**src/hlsc_pkg.sv**
```systemverilog
// package: types, codes, constants and the transmit decision of the hdlc sequence control
`timescale 1ns / 1ps
package hlsc_pkg;

  localparam int QUEUE_DEPTH = 256;
  localparam int CNT_W       = $clog2(QUEUE_DEPTH + 1);
  localparam int CFG_IDX_W   = 8;
  localparam int CFG_DATA_W  = 16;

  localparam logic [15:0] PROBE_TIMEOUT_RESET   = 16'd500;
  localparam logic [7:0]  STATION_ADDRESS_RESET = 8'h30;

  // configuration register indexes
  localparam logic [CFG_IDX_W-1:0] REG_PROBE_TIMEOUT   = CFG_IDX_W'(0);
  localparam logic [CFG_IDX_W-1:0] REG_STATION_ADDRESS = CFG_IDX_W'(1);

  typedef enum logic [2:0] {
    OP_START   = 3'd0,
    OP_STOP    = 3'd1,
    OP_PAYLOAD = 3'd2,
    OP_TX_RDY  = 3'd3,
    OP_FRAME   = 3'd4,
    OP_TICK    = 3'd5
  } op_t;

  typedef enum logic [2:0] {
    RX_I      = 3'd0,
    RX_RR     = 3'd1,
    RX_RNR    = 3'd2,
    RX_REJ    = 3'd3,
    RX_SREJ   = 3'd4,
    RX_U_TEST = 3'd5,
    RX_U_OTH  = 3'd6
  } rx_kind_t;

  typedef enum logic [1:0] {
    TX_U_TEST = 2'd0,
    TX_I      = 2'd1,
    TX_RR     = 2'd2,
    TX_SREJ   = 2'd3
  } tx_kind_t;

  typedef enum logic [1:0] {
    PH_UNKNOWN = 2'd0,
    PH_PROBED  = 2'd1,
    PH_FOUND   = 2'd2
  } phase_t;

  typedef struct packed {
    logic [2:0] opcode;
    logic       rx_valid;
    logic [2:0] rx_type;
    logic       rx_has_payload;
    logic [2:0] rx_send_seq;
    logic [2:0] rx_recv_seq;
  } evt_t;

  typedef struct packed {
    logic       tx_valid;
    logic [1:0] tx_kind;
    logic [7:0] tx_address;
    logic [2:0] tx_send_seq;
    logic [2:0] tx_recv_seq;
    logic       tx_poll_final;
    logic       change_baud;
    logic       deliver_payload;
    logic [1:0] link_state;
    logic       queue_overflow;
  } res_t;

  typedef struct packed {
    logic [15:0] probe_timeout_ticks;
    logic [7:0]  station_address;
  } cfg_t;

  typedef struct packed {
    logic             running;
    logic             tx_idle;
    phase_t           phase;
    logic [2:0]       next_send_seq;
    logic [2:0]       expected_recv_seq;
    logic [2:0]       peer_ack_seq;
    logic             ack_pending;
    logic [2:0]       reject_first;
    logic [2:0]       reject_count;
    logic [CNT_W-1:0] payloads_waiting;
    logic [15:0]      probe_countdown;
  } link_t;

  localparam link_t LINK_RESET = '{
    running:           1'b0,
    tx_idle:           1'b1,
    phase:             PH_UNKNOWN,
    next_send_seq:     3'd0,
    expected_recv_seq: 3'd0,
    peer_ack_seq:      3'd0,
    ack_pending:       1'b0,
    reject_first:      3'd0,
    reject_count:      3'd0,
    payloads_waiting:  '0,
    probe_countdown:   16'd0
  };

  typedef struct packed {
    link_t st;
    res_t  res;
  } tx_pair_t;

  // at most one header: probe, then srej, then i, then rr
  function automatic tx_pair_t try_tx(link_t s, res_t r, cfg_t c);
    tx_pair_t p;
    logic     issued;
    p.st   = s;
    p.res  = r;
    issued = 1'b0;
    case (s.phase)
      PH_UNKNOWN: begin
        p.st.phase           = PH_PROBED;
        p.st.probe_countdown = c.probe_timeout_ticks;
        p.res.tx_kind        = TX_U_TEST;
        p.res.tx_poll_final  = 1'b1;
        issued               = 1'b1;
      end
      PH_FOUND: begin
        if (s.reject_count != 3'd0) begin
          p.res.tx_kind     = TX_SREJ;
          p.res.tx_recv_seq = s.reject_first;
          p.st.reject_first = s.reject_first + 3'd1;
          p.st.reject_count = s.reject_count - 3'd1;
          issued            = 1'b1;
        end else if (s.payloads_waiting != '0) begin
          p.res.tx_kind         = TX_I;
          p.res.tx_send_seq     = s.next_send_seq;
          p.res.tx_recv_seq     = s.expected_recv_seq;
          p.st.payloads_waiting = s.payloads_waiting - CNT_W'(1);
          p.st.ack_pending      = 1'b0;
          p.st.next_send_seq    = s.next_send_seq + 3'd1;
          issued                = 1'b1;
        end else if (s.ack_pending) begin
          p.res.tx_kind     = TX_RR;
          p.res.tx_recv_seq = s.expected_recv_seq;
          p.st.ack_pending  = 1'b0;
          issued            = 1'b1;
        end
      end
      default: begin
        issued = 1'b0;
      end
    endcase
    if (issued) begin
      p.st.tx_idle     = 1'b0;
      p.res.tx_valid   = 1'b1;
      p.res.tx_address = c.station_address;
    end
    return p;
  endfunction

endpackage

```
**src/hlsc_if.sv**
```systemverilog
// interfaces: event, result and configuration channels
`timescale 1ns / 1ps
interface hlsc_evt_if;
  logic           valid;
  logic           ready;
  hlsc_pkg::evt_t data;
  modport source (output valid, output data, input ready);
  modport sink   (input valid, input data, output ready);
endinterface

interface hlsc_res_if;
  logic           valid;
  logic           ready;
  hlsc_pkg::res_t data;
  modport source (output valid, output data, input ready);
  modport sink   (input valid, input data, output ready);
endinterface

interface hlsc_cfg_if;
  logic                            valid;
  logic                            ready;
  logic [hlsc_pkg::CFG_IDX_W-1:0]  addr;
  logic [hlsc_pkg::CFG_DATA_W-1:0] wdata;
  modport source (output valid, output addr, output wdata, input ready);
  modport sink   (input valid, input addr, input wdata, output ready);
endinterface

```
**src/hlsc_cfg_regs.sv**
```systemverilog
// configuration registers: probe timeout and station address
`timescale 1ns / 1ps
module hlsc_cfg_regs (
  input  logic           clk,
  input  logic           rst,
  hlsc_cfg_if.sink       cfg,
  output hlsc_pkg::cfg_t regs
);
  import hlsc_pkg::*;

  logic wr;

  assign cfg.ready = 1'b1;
  assign wr        = cfg.valid && cfg.ready;

  // register writes, unknown indexes ignored
  always_ff @(posedge clk) begin
    if (rst) begin
      regs.probe_timeout_ticks <= PROBE_TIMEOUT_RESET;
      regs.station_address     <= STATION_ADDRESS_RESET;
    end else if (wr) begin
      case (cfg.addr)
        REG_PROBE_TIMEOUT:   regs.probe_timeout_ticks <= cfg.wdata[15:0];
        REG_STATION_ADDRESS: regs.station_address     <= cfg.wdata[7:0];
        default: ;
      endcase
    end
  end

endmodule

```
**src/hlsc_step.sv**
```systemverilog
// per-item decision: next link state and the result item for one event
`timescale 1ns / 1ps
module hlsc_step (
  input  hlsc_pkg::evt_t  ev,
  input  hlsc_pkg::link_t st,
  input  hlsc_pkg::cfg_t  regs,
  output hlsc_pkg::link_t st_next,
  output hlsc_pkg::res_t  res_next
);
  import hlsc_pkg::*;

  always_comb begin
    link_t    s;
    res_t     r;
    tx_pair_t p;
    logic     frame_ok;
    s        = st;
    r        = '0;
    p        = '0;
    frame_ok = 1'b0;
    case (ev.opcode)
      OP_START: begin
        s         = LINK_RESET;
        s.running = 1'b1;
        p         = try_tx(s, r, regs);
        s         = p.st;
        r         = p.res;
      end
      OP_STOP: begin
        s = LINK_RESET;
      end
      OP_PAYLOAD: begin
        if (s.running) begin
          if (s.payloads_waiting >= CNT_W'(QUEUE_DEPTH)) begin
            r.queue_overflow = 1'b1;
          end else begin
            s.payloads_waiting = s.payloads_waiting + CNT_W'(1);
          end
          if (s.tx_idle) begin
            p = try_tx(s, r, regs);
            s = p.st;
            r = p.res;
          end
        end
      end
      OP_TX_RDY: begin
        if (s.running) begin
          s.tx_idle = 1'b1;
          p         = try_tx(s, r, regs);
          s         = p.st;
          r         = p.res;
        end
      end
      OP_FRAME: begin
        // before the baud is found only a test reply counts
        if (s.running && ev.rx_valid) begin
          if (s.phase == PH_FOUND) begin
            frame_ok = 1'b1;
          end else if (ev.rx_type == RX_U_TEST) begin
            frame_ok          = 1'b1;
            s.phase           = PH_FOUND;
            s.probe_countdown = 16'd0;
          end
        end
        if (frame_ok) begin
          if (ev.rx_has_payload) begin
            r.deliver_payload = 1'b1;
            if (ev.rx_type == RX_I) begin
              // out of order: reject the gap up to this frame
              if (s.expected_recv_seq != ev.rx_send_seq) begin
                s.reject_first = s.expected_recv_seq;
                s.reject_count = ev.rx_send_seq - s.expected_recv_seq;
              end
              s.ack_pending       = 1'b1;
              s.expected_recv_seq = ev.rx_send_seq + 3'd1;
            end
          end
          if (ev.rx_type == RX_I || ev.rx_type == RX_RR) begin
            s.peer_ack_seq = ev.rx_recv_seq;
          end
          if (s.tx_idle) begin
            p = try_tx(s, r, regs);
            s = p.st;
            r = p.res;
          end
        end
      end
      OP_TICK: begin
        if (s.running && s.phase == PH_PROBED) begin
          if (s.probe_countdown <= 16'd1) begin
            s.probe_countdown = 16'd0;
            s.phase           = PH_UNKNOWN;
            r.change_baud     = 1'b1;
            if (s.tx_idle) begin
              p = try_tx(s, r, regs);
              s = p.st;
              r = p.res;
            end
          end else begin
            s.probe_countdown = s.probe_countdown - 16'd1;
          end
        end
      end
      default: ;
    endcase
    r.link_state = s.phase;
    st_next      = s;
    res_next     = r;
  end

endmodule

```
**src/hdlc_link_sequence_control_core.sv**
```systemverilog
// top level: input register, per-event decision, link state and result register
//
//   channel  dir  handshake      payload
//   evt      in   valid/ready    opcode, rx_valid, rx_type, rx_has_payload, rx_*_seq
//   res      out  valid/ready    tx_* header fields, change_baud, deliver_payload,
//                                link_state, queue_overflow
//   cfg      in   valid/ready    addr (0 probe timeout, 1 station address), wdata
//
// one item per cycle while res.ready holds, through input and result register
// the link state register is updated as an item moves from input to result register
// every event gives exactly one result item
// rst clears link state and both stage valids, registers return to 500 and 0x30
// a stalled result holds the result register and the input register behind it
`timescale 1ns / 1ps
module hdlc_link_sequence_control_core (
  input  logic      clk,
  input  logic      rst,
  hlsc_evt_if.sink  evt,
  hlsc_res_if.source res,
  hlsc_cfg_if.sink  cfg
);
  import hlsc_pkg::*;

  cfg_t  regs;
  link_t link;
  link_t link_next;
  evt_t  evt_q;
  logic  evt_vld;
  res_t  res_q;
  res_t  res_next;
  logic  res_vld;
  logic  advance;

  hlsc_cfg_regs u_cfg (
    .clk  (clk),
    .rst  (rst),
    .cfg  (cfg),
    .regs (regs)
  );

  hlsc_step u_step (
    .ev       (evt_q),
    .st       (link),
    .regs     (regs),
    .st_next  (link_next),
    .res_next (res_next)
  );

  // stage handshake
  assign advance   = evt_vld && (!res_vld || res.ready);
  assign evt.ready = !evt_vld || advance;
  assign res.valid = res_vld;
  assign res.data  = res_q;

  // control and link state
  always_ff @(posedge clk) begin
    if (rst) begin
      evt_vld <= 1'b0;
      res_vld <= 1'b0;
      link    <= LINK_RESET;
    end else begin
      if (evt.ready) begin
        evt_vld <= evt.valid;
      end
      if (advance) begin
        res_vld <= 1'b1;
        link    <= link_next;
      end else if (res.ready) begin
        res_vld <= 1'b0;
      end
    end
  end

  // payload registers
  always_ff @(posedge clk) begin
    if (evt.valid && evt.ready) begin
      evt_q <= evt.data;
    end
    if (advance) begin
      res_q <= res_next;
    end
  end

  // a header is only ever issued with the phase left at probed or found
  assert property (@(posedge clk) disable iff (rst)
    (res_vld && res_q.tx_valid) |-> (res_q.link_state != PH_UNKNOWN))
    else $error("header issued with baud unknown");

  // poll/final marks exactly the test probe
  assert property (@(posedge clk) disable iff (rst)
    (res_vld && res_q.tx_valid) |-> (res_q.tx_poll_final == (res_q.tx_kind == TX_U_TEST)))
    else $error("poll/final bit does not match frame kind");

  // a baud change can only be followed by a fresh probe
  assert property (@(posedge clk) disable iff (rst)
    (res_vld && res_q.change_baud && res_q.tx_valid) |-> (res_q.tx_kind == TX_U_TEST))
    else $error("non-probe header with baud change");

  // a stopped link holds nothing queued
  assert property (@(posedge clk) disable iff (rst)
    !link.running |-> (link.payloads_waiting == '0 && link.reject_count == 3'd0))
    else $error("stopped link holds queued work");

  // selective rejects only exist once the baud is found
  assert property (@(posedge clk) disable iff (rst)
    (link.reject_count != 3'd0) |-> (link.phase == PH_FOUND))
    else $error("reject range pending without baud");

endmodule

```
**src/flat_wrapper.sv**
```systemverilog
// flat-port wrapper written by rule: the top's interface ports become plain ports
module hdlc_link_sequence_control_core_flat import hlsc_pkg::*;
  (clk, rst, evt_valid, evt_data, evt_ready, res_valid, res_data, res_ready, cfg_valid, cfg_addr, cfg_wdata, cfg_ready);
  hlsc_evt_if evt_i ();
  hlsc_res_if res_i ();
  hlsc_cfg_if cfg_i ();
  input  logic clk;
  input  logic rst;
  input wire logic [$bits(evt_i.valid)-1:0] evt_valid;
  input wire logic [$bits(evt_i.data)-1:0] evt_data;
  output wire logic [$bits(evt_i.ready)-1:0] evt_ready;
  output wire logic [$bits(res_i.valid)-1:0] res_valid;
  output wire logic [$bits(res_i.data)-1:0] res_data;
  input wire logic [$bits(res_i.ready)-1:0] res_ready;
  input wire logic [$bits(cfg_i.valid)-1:0] cfg_valid;
  input wire logic [$bits(cfg_i.addr)-1:0] cfg_addr;
  input wire logic [$bits(cfg_i.wdata)-1:0] cfg_wdata;
  output wire logic [$bits(cfg_i.ready)-1:0] cfg_ready;
  assign evt_i.valid = evt_valid;
  assign evt_i.data = evt_data;
  assign evt_ready = evt_i.ready;
  assign res_valid = res_i.valid;
  assign res_data = res_i.data;
  assign res_i.ready = res_ready;
  assign cfg_i.valid = cfg_valid;
  assign cfg_i.addr = cfg_addr;
  assign cfg_i.wdata = cfg_wdata;
  assign cfg_ready = cfg_i.ready;
  hdlc_link_sequence_control_core u_core (.clk(clk), .rst(rst), .evt(evt_i), .res(res_i), .cfg(cfg_i));
endmodule
```
**config.mk**
```make
export PLATFORM = sky130hd
export DESIGN_NAME = hdlc_link_sequence_control_core_flat
export DESIGN_NICKNAME = d
export VERILOG_FILES = /design/src/hlsc_pkg.sv /design/src/hlsc_if.sv /design/src/hlsc_cfg_regs.sv /design/src/hlsc_step.sv /design/src/hdlc_link_sequence_control_core.sv /design/src/flat_wrapper.sv
export SDC_FILE = /design/constraint.sdc
export NUM_CORES = 1
export LEC_CHECK = 0
export BUFFER_PORTS_ARGS = -buffer_cell sky130_fd_sc_hd__buf_4
export CAP_MARGIN = 5
export CORE_UTILIZATION = 45
export CTS_CLUSTER_SIZE = 25
export DETAILED_ROUTE_END_ITERATION = 7
export MAX_ROUTING_LAYER = met4
export PLACE_DENSITY_LB_ADDON = 0.1
export SLEW_MARGIN = 40
export SYNTH_ARGS = -nofsm -noshare
export SYNTH_HDL_FRONTEND = slang
export SYNTH_SLANG_ARGS = --single-unit
```
**constraint.sdc**
```tcl
create_clock -name clk -period 4.5 [get_ports clk]
set_input_delay 0.675 -clock clk [delete_from_list [all_inputs] [get_ports clk]]
set_output_delay 0.675 -clock clk [all_outputs]
set_load 0.02 [all_outputs]
```
Word-level counts from Yosys, hierarchy flattened
Cells that the tools add are included.

Register bits after elaboration: 108. Bits in latches: 0. RAM bits: 0. Memory bits (read-only): 0. Bits of input ports: 43. Word-level logic and storage cells: 243. Memories: 0.

Add/sub/neg operators: 11. $mul: 0. Div/mod/pow operators: 0. Order comparisons: 2. Equal/unequal tests: 26. Shift operators: 0. Muxes and demuxes: 137. Bitwise gates (word level): 4. Reductions and logical operators: 32.

Operators by type and width (number): $pmux W45 S6 (1); $mux W23 (8); $mux W44 (4); $mux W16 (9); $mux W45 (3); $pmux W23 S5 (1); $mux W3 (24); $mux W9 (8); $mux W1 (43); $mux W8 (5); $mux W6 (6); $mux W2 (17); $mux W29 (1); $mux W7 (4); $ne A2 B2 Y1 const B (9); $reduce_bool A9 Y1 (2); $sub A9 B1 Y9 const B (2); $le A16 B1 Y1 const B (1); $sub A16 B1 Y16 const B (1); $reduce_and A15 Y1 (1); $add A3 B1 Y3 const B (4); $reduce_and A6 Y1 (2); $reduce_and A11 Y1 (1); $ne A2 B1 Y1 const B (5); other kinds (28) (50).

Logic depth before layout (Yosys ltp)
Gate-level depths: netlist of run 1.

Word-level depth: 18. Depth in mapped cells: 17. Depth with buffers taken out: 15.

By module
Synthesis of run 1 repeated with hierarchy kept, for this count alone.

Cell total of the unflattened synthesis: 909. Area, all modules: 7970.1 µm².

By module, submodules not included: hlsc_step (times used 1, cells an instance 558, area an instance 3661.0 µm², sequential area each 0.0 µm²); hdlc_link_sequence_control_core (times used 1, cells an instance 242, area an instance 3251.9 µm², sequential area each 2052.0 µm²); hlsc_cfg_regs (times used 1, cells an instance 109, area an instance 1057.3 µm², sequential area each 480.5 µm²).

Worst setup path before layout of run 1
Ideal clock, no wire load.

Path kind: register -> register. Start point: register u_core.evt_q[8] (netlist name). End point: register u_core.link[23] (netlist name). Arrival: 3.448 ns. Required time: 4.394 ns. Setup slack: 0.946 ns. Stages on the path, launching flop included: 16. Buffers on the path: 3. Cell sequence: edfxtp_1 -> nor4b_2 -> o21ai_0 -> clkbuf_1 -> a21oi_1 -> ha_1 -> ha_1 -> clkbuf_1 -> nand2_1 -> nand2_1 -> o21ai_0 -> nor4_1 -> buf_2 -> nand4_1 -> mux2_2 -> o311ai_0.

Longest elaborated chain between the ends: 8.

RTL lines: start, declared (line hdlc_link_sequence_control_core.sv:27) `evt_t evt_q;`; start signal, assigned (line hdlc_link_sequence_control_core.sv:77) `evt_q <= evt.data;`; $eq A3 B3 Y1 or $logic_not A3 Y1 (tied branches) (line hlsc_step.sv:59, hlsc_step.sv:68); $mux W2 or $mux W7 (tied branches) (line hlsc_step.sv:59, hlsc_step.sv:68); $mux W2 or $mux W7 (tied branches) (line hlsc_step.sv:57, hlsc_step.sv:66); $mux W2 or $mux W7 (tied branches) (line hlsc_step.sv:56, hlsc_step.sv:65); $mux W2 or $mux W7 (tied branches) (line hlsc_step.sv:21) `case (ev.opcode)`; $eq A2 B2 Y1 or $reduce_bool A3 Y1 (tied branches) (line hlsc_pkg.sv:116, hlsc_pkg.sv:125); $ne A2 B1 Y1 (no line) or $ne A2 B2 Y1 (tied branches); $reduce_and A11 Y1 (no line) (*); end signal, assigned (line hdlc_link_sequence_control_core.sv:67) `link <= link_next;`; end, declared (line hdlc_link_sequence_control_core.sv:25) `link_t link;`.

Every way passes the cells marked *; elsewhere a longest branch is shown, timed or not. The select of a mux whose other input is x is not followed. A chain may end at the register's enable or synchronous reset.

==> flow_summary.ini, run 1 <==
[clocking]
clock_path_buffers = 2
h-tree-depth = 3
numCtsBuffers = 9
cts_repair_resize_count = 0
cts_sinks = 102
root_buffer = clkbuf_16
cts_setup_buffers = 0
postCtsHoldBufs = 0
cts_tree = yes
path_clk_slew_ps = 70
insertion_delay_ps = 360

[logic_synthesis]
ys.flop_type = dfxtp_1
synth_edf_count = 34
ys_seq_elements = 102
synth_fp_nets = 792
synth.distinct_cells = 81
synth_area_um2 = 6220
netlist_top_cells_area = dfxtp_1 22%, edfxtp_1 16%, nor2_1 5.3%
ys_seq_area_share_pct = 38.3
synth_top_area_share_pct = 21.9
netlist_instances = 730
yosysTopAreaCell = dfxtp_1
async_reset_ff_share_pct = 0
synth.avg_cell_area_um2 = 8.52
yosysWarnings = 0

[floorplan]
fp-row-count = 42
chipHeight_um = 120
die_area_um2 = 14300
start_util_pct = 46.6
core_um2 = 13300
num_io_pins = 69
chipWidth_um = 120

[finish]
fin_nets = 836
fin_util_pct = 53.4
area_delta_synth_final_pct = 14.5
fillers = 1276
layout-drive-gt1-share_pct = 14.5
num_antenna_cells = 0

[power]
pwr-share-comb_pct = 10.0
p_switching_mw = 0.504
power_frac_seq_pct = 51.1
leakage_nw = 2.70
p_int_mw = 1.44
peakVddDrop_mv = 0.162
clock_power_share_pct = 38.9
power_mw = 1.95
switching_share_pct = 25.9
power_per_cell_area_nw_per_um2 = 273

[timing]
max_freq_mhz = 268
skew_ps = 8.14
hold_violations = 0
slew_viol_final = 0
setup_viol = 0
finalCriticalPeriod_ps = 3730
maxSlewHeadroom_pct = 47.8
tightest_slew_ps = 783
rsz0062_at_grt = false
tns_ps = 0
period_share_pct = 82.8

[critical_path]
crit_fanout = 12
crit_chain = inv_1 > ha_1 > nand2_1 > o21ai_0 > buf_4 > nor2_1 > a21oi_1 > ha_1 > ha_1 > nand2_1 > o41ai_4 > o22ai_2 > a211oi_4 > inv_1
end_kind = flop
crit_top_cell = ha_1
worstPathArrival_ps = 3820
slowest_stage = a211oi_4
critical_path.max_stage_delay_ps = 500
start_kind = flop
path_buf_inv = 3
worstSetupPathType = flop to flop
crit_family = compound AO/OA/AOI/OAI gates
crit_required_ps = 4590
reg2reg_slack_ps = 770

[routing]
drt_first_pass_iters = 5
drt_iter0_markers = 516
viasPerCell = 5.96
routed_wl_um = 16200
vias = 5691
postRouteAntennaNets = 0
wire_per_inst_um = 17.0
drc = 0

[global_routing]
grt_pass1_vias = 5349
antenna_found_initial = 0
grt_overflow = 0
grt_start_max_net_pins = 66
grtUsageTotal_pct = 24.0
grt_pass1_wl_um = 26500

[outcome]
status = finished, final reports clean

[placement]
place_congestion = 0.892
io_buffers = 64
hpwl_um = 11700

[run]
maxCapViolations = 0

[min_path]
hp-class = flop to flop
-- power groups by stage --
| stage | clock, mW | sequential, mW | combinational, mW |
|---|---|---|---|
| final | 0.758 | 0.994 | 0.194 |
| after global routing | 0.807 | 0.997 | 0.212 |
| after CTS | 0.774 | 0.993 | 0.194 |
| after detailed placement | 0 | 1.01 | 0.193 |
| after global placement | 0 | 1.01 | 0.188 |
| after floorplan | 0 | 1.01 | 0.117 |
-- kinds of logic after synthesis --
| logic type | after synthesis | share of synthesized area (%) |
|---|---|---|
| mux | 25 | 4.06 |
| other cells | 1 | 0.0603 |
| fa+ha+maj | 19 | 3.94 |
| xor+xnor | 19 | 2.67 |
| flops | 102 | 38.3 |
| buf+inv | 65 | 4.18 |
| simple gates | 303 | 24.6 |
| compound gates | 196 | 22.2 |
-- path summary, 6_finish.rpt --
| check | startpoint | endpoint | cells after the start |
|---|---|---|---|
| hold / removal | u_core.u_cfg.regs[4] | u_core.u_cfg.regs[4] | 1 |
| hold reg to reg | u_core.u_cfg.regs[4] | u_core.u_cfg.regs[4] | 1 |
| setup / recovery | u_core.link[36] | u_core.res.data[22] | 14 |
| setup reg to reg | u_core.link[36] | u_core.res.data[22] | 14 |
-- Yosys cell counts (all sizes together) (3+ instances only) --
master,count
nor2,88
nand2,73
dfxtp,68
a21oi,45
o21ai,40
edfxtp,34
clkbuf,31
inv,27
mux2i,23
nor3,22
nand3,21
nor2b,20
ha,18
o22ai,13
a211o,12
a211oi,11
xnor2,11
a22oi,10
nand2b,10
nand4,9
and2,8
or3,8
xor2,8
buf,7
nor4,7
o31ai,7
a32oi,6
and3,6
a221oi,5
a22o,5
o32ai,5
a32o,4
and3b,4
nand3b,4
nor3b,4
nor4b,4
o311ai,4
or4,4
a311oi,3
o21a,3
or2,3
-- cells in the final DEF, fill, tap and decap left out, types with 10 or more instances in the layout --
cell / Yosys / layout
a211o_1: 12 / 12
a211oi_1: 10 / 10
a21oi_1: 45 / 45
a22oi_1: 10 / 10
buf_4: 1 / 71
dfxtp_1: 68 / 68
edfxtp_1: 34 / 34
ha_1: 18 / 18
inv_1: 26 / 25
mux2i_1: 23 / 23
nand2_1: 73 / 73
nand2b_1: 10 / 10
nand3_1: 21 / 21
nor2_1: 88 / 87
nor2b_1: 20 / 19
nor3_1: 20 / 20
o21ai_0: 36 / 35
o22ai_1: 12 / 12
xnor2_1: 11 / 11
-- through the flow --
stage	instances	worst slack [ps]	hold WS, ps	cell area [um^2]
4_1_cts	955	756	467	7120
3_3_place_gp	939	914	439	6830
3_5_place_dp	939	739	450	6840
2_1_floorplan	730	946	427	6220
6_report	955	772	463	7120
5_1_grt	955	493	486	7120
-- sequential cells by signal (all words and copies together) (netlist names) --
name	count
u_core.evt_q	11
u_core.evt_vld	1
u_core.link	42
u_core.res.data	23
u_core.res.valid	1
u_core.u_cfg.regs	24
-- layer usage --
metal	part of all wire, %	GRT usage [%]	up-vias
met3	5.1	3.23	24
met5	0	-	-
met4	1.7	9.45	0
li1	-	-	2784
met1	48	32.7	2692
met2	45	36.3	191
-- final cells by class --
| cell class | instances | area (um^2) | share of cell area [%] |
|---|---|---|---|
| Multi-Input combinational cell | 563 | 3600 | 50.6 |
| Sequential cell | 102 | 2380 | 33.4 |
| Timing Repair Buffer | 71 | 533 | 7.48 |
| Clock buffer | 10 | 239 | 3.35 |
| Tap cell | 176 | 220 | 3.09 |
| Inverter | 27 | 101 | 1.42 |
| Clock inverter | 6 | 45.0 | 0.632 |
-- worst register-to-register path: cells and delay by family, from the launching register on --
| kind | cells | cell delay, ps |
|---|---|---|
| compound gates | 5 | 1430 |
| fa+ha+maj | 3 | 910 |
| buf+inv | 3 | 390 |
| flops | 1 | 420 |
| simple gates | 3 | 320 |
No activity file was read; power rests on OpenSTA's default activity.
==> run 2: changes to the inputs <==
Clock period 4.5 ns to 3.1 ns, I/O delays scaled along.
==> flow_summary.ini, run 2 (synthesis results as in run 1) <==
[clocking]
root_buffer = clkbuf_16
insertion_delay_ps = 360
clock_path_buffers = 2
h-tree-depth = 3
cts_sinks = 102
path_clk_slew_ps = 80
cts_tree = yes
numCtsBuffers = 9

[global_routing]
grt_pass1_vias = 5658
grt_use_met3_pct = 4.90
grt_overflow = 0
grtUsageTotal_pct = 25.7
grt_pass1_wl_um = 28600
antenna_found_initial = 0
grt_busiest_layer = met2
grt_use_met1_pct = 34.8
grt_start_max_net_pins = 45
met2_usage_pct = 39.2

[critical_path]
crit_required_ps = 3220
crit_family = adder cells
crit_top_cell = ha_4
start_kind = flop
end_kind = flop
path_buf_inv = 3
slowest_stage = fa_2
crit_fanout = 4
crit_chain = inv_2 > ha_4 > fa_2 > nor2_2 > a21oi_2 > ha_2 > ha_4 > nand2_4 > o41ai_4 > o22ai_2 > a211oi_4 > buf_6 > buf_16 > nor2b_1
worstSetupPathType = flop to flop
critical_path.max_stage_delay_ps = 520
worstPathArrival_ps = 3150

[timing]
setup_viol = 0
finalCriticalPeriod_ps = 3020
finalWorstSetupSlack_ps = 75.1
tightest_slew_ps = 796
rsz0062_at_grt = true
skew_ps = 11.8
period_share_pct = 97.6
slew_viol_final = 0
max_freq_mhz = 331
maxSlewHeadroom_pct = 46.9
hold_violations = 0

[floorplan]
chipWidth_um = 120
chipHeight_um = 120
core_um2 = 13300
die_area_um2 = 14300
num_io_pins = 69
start_util_pct = 46.6
fp-row-count = 42

[finish]
stdcell_count = 1010
area_delta_synth_final_pct = 23.1
layout-drive-gt1-share_pct = 21.9
final_common_cell = buf_4
fillers = 1255
fin_nets = 891
num_antenna_cells = 0
largest_reg_flops = 42
regMostFlops = u_core.link
mostFrequentLayoutCells = 121 x buf_4, 85 x nor2_1, 71 x nand2_1

[placement]
place_congestion = 0.925
dpl_worst_slack_ps = -90.3
hpwl_um = 12600
io_buffers = 64
placedCellCount = 985

[routing]
wire_per_inst_um = 17.2
drt_iter0_markers = 595
postRouteAntennaNets = 0
drt_first_pass_iters = 6
drc = 0
routed_wl_um = 17300
vias = 5984
viasPerCell = 5.92

[power]
leakage_nw = 3.01
peakVddDrop_mv = 0.356
power_per_cell_area_nw_per_um2 = 376

[run]
maxCapViolations = 0

[outcome]
status = finished, final reports clean

[min_path]
hp-class = primary input to flop
==> run 2: changes by cell type in the layout (fill, tap and decap cells not counted), sizes merged <==
cell,previous run,this run
inv,29,31
clkinvlp,2,0
clkinv,2,3
buf,71,125
==> run 2: worst paths after layout <==
kind                             start              endpoint  slack (ps)  cells past startpoint
setup / recovery       u_core.evt_q[3]   u_core.res.data[12]          80                     14
hold / removal            evt_data[13]      u_core.evt_q[13]         270                      1
setup reg to reg       u_core.evt_q[3]   u_core.res.data[12]          80                     14
hold reg to reg   u_core.u_cfg.regs[5]  u_core.u_cfg.regs[5]         450                      1
==> run 2: cell type report <==
| type | count | area, um^2 | area share (%) |
|---|---|---|---|
| Clock buffer | 9 | 225 | 2.94 |
| Clock inverter | 7 | 56.3 | 0.735 |
| Inverter | 27 | 101 | 1.32 |
| Multi-Input combinational cell | 563 | 3690 | 48.2 |
| Sequential cell | 102 | 2380 | 31.1 |
| Tap cell | 176 | 220 | 2.87 |
| Timing Repair Buffer | 126 | 986 | 12.9 |
==> run 2: per-stage QoR <==
stage               util [%]  hold WS [ps]  total power, mW  TNS, ps  cell area (um^2)
global route            57.4           262             2.99     -579              7660
global placement        53.9           439             1.77    -42.8              7200
detailed placement      53.9           441             1.78    -1120              7200
finish                  57.4           272             2.88        0              7660
CTS                     56.8           261             2.90        0              7580
floorplan                  -           427             1.64        0              6250
==> run 2: layer usage <==
layer  wire length (um)  vias to the layer above
li1                   -                     2889
met1               7910                     2840
met2               7960                      232
met3               1180                       23
met4                276                        0
met5                  0                        -
==> run 2: power by group <==
| part | switching (mW) | internal [mW] | leakage, nW |
|---|---|---|---|
| logic | 0.197 | 0.144 | 1.98 |
| registers | 0.0236 | 1.41 | 0.882 |
| clock network | 0.548 | 0.558 | 0.144 |
==> run 2: repair_timing <==
item,in CTS,in global routing
gates cloned,2,0
resized for setup,10,17
setup endpoints to repair,19,25
pin swaps,6,11
hold buffers,0,0
buffers inserted,4,3
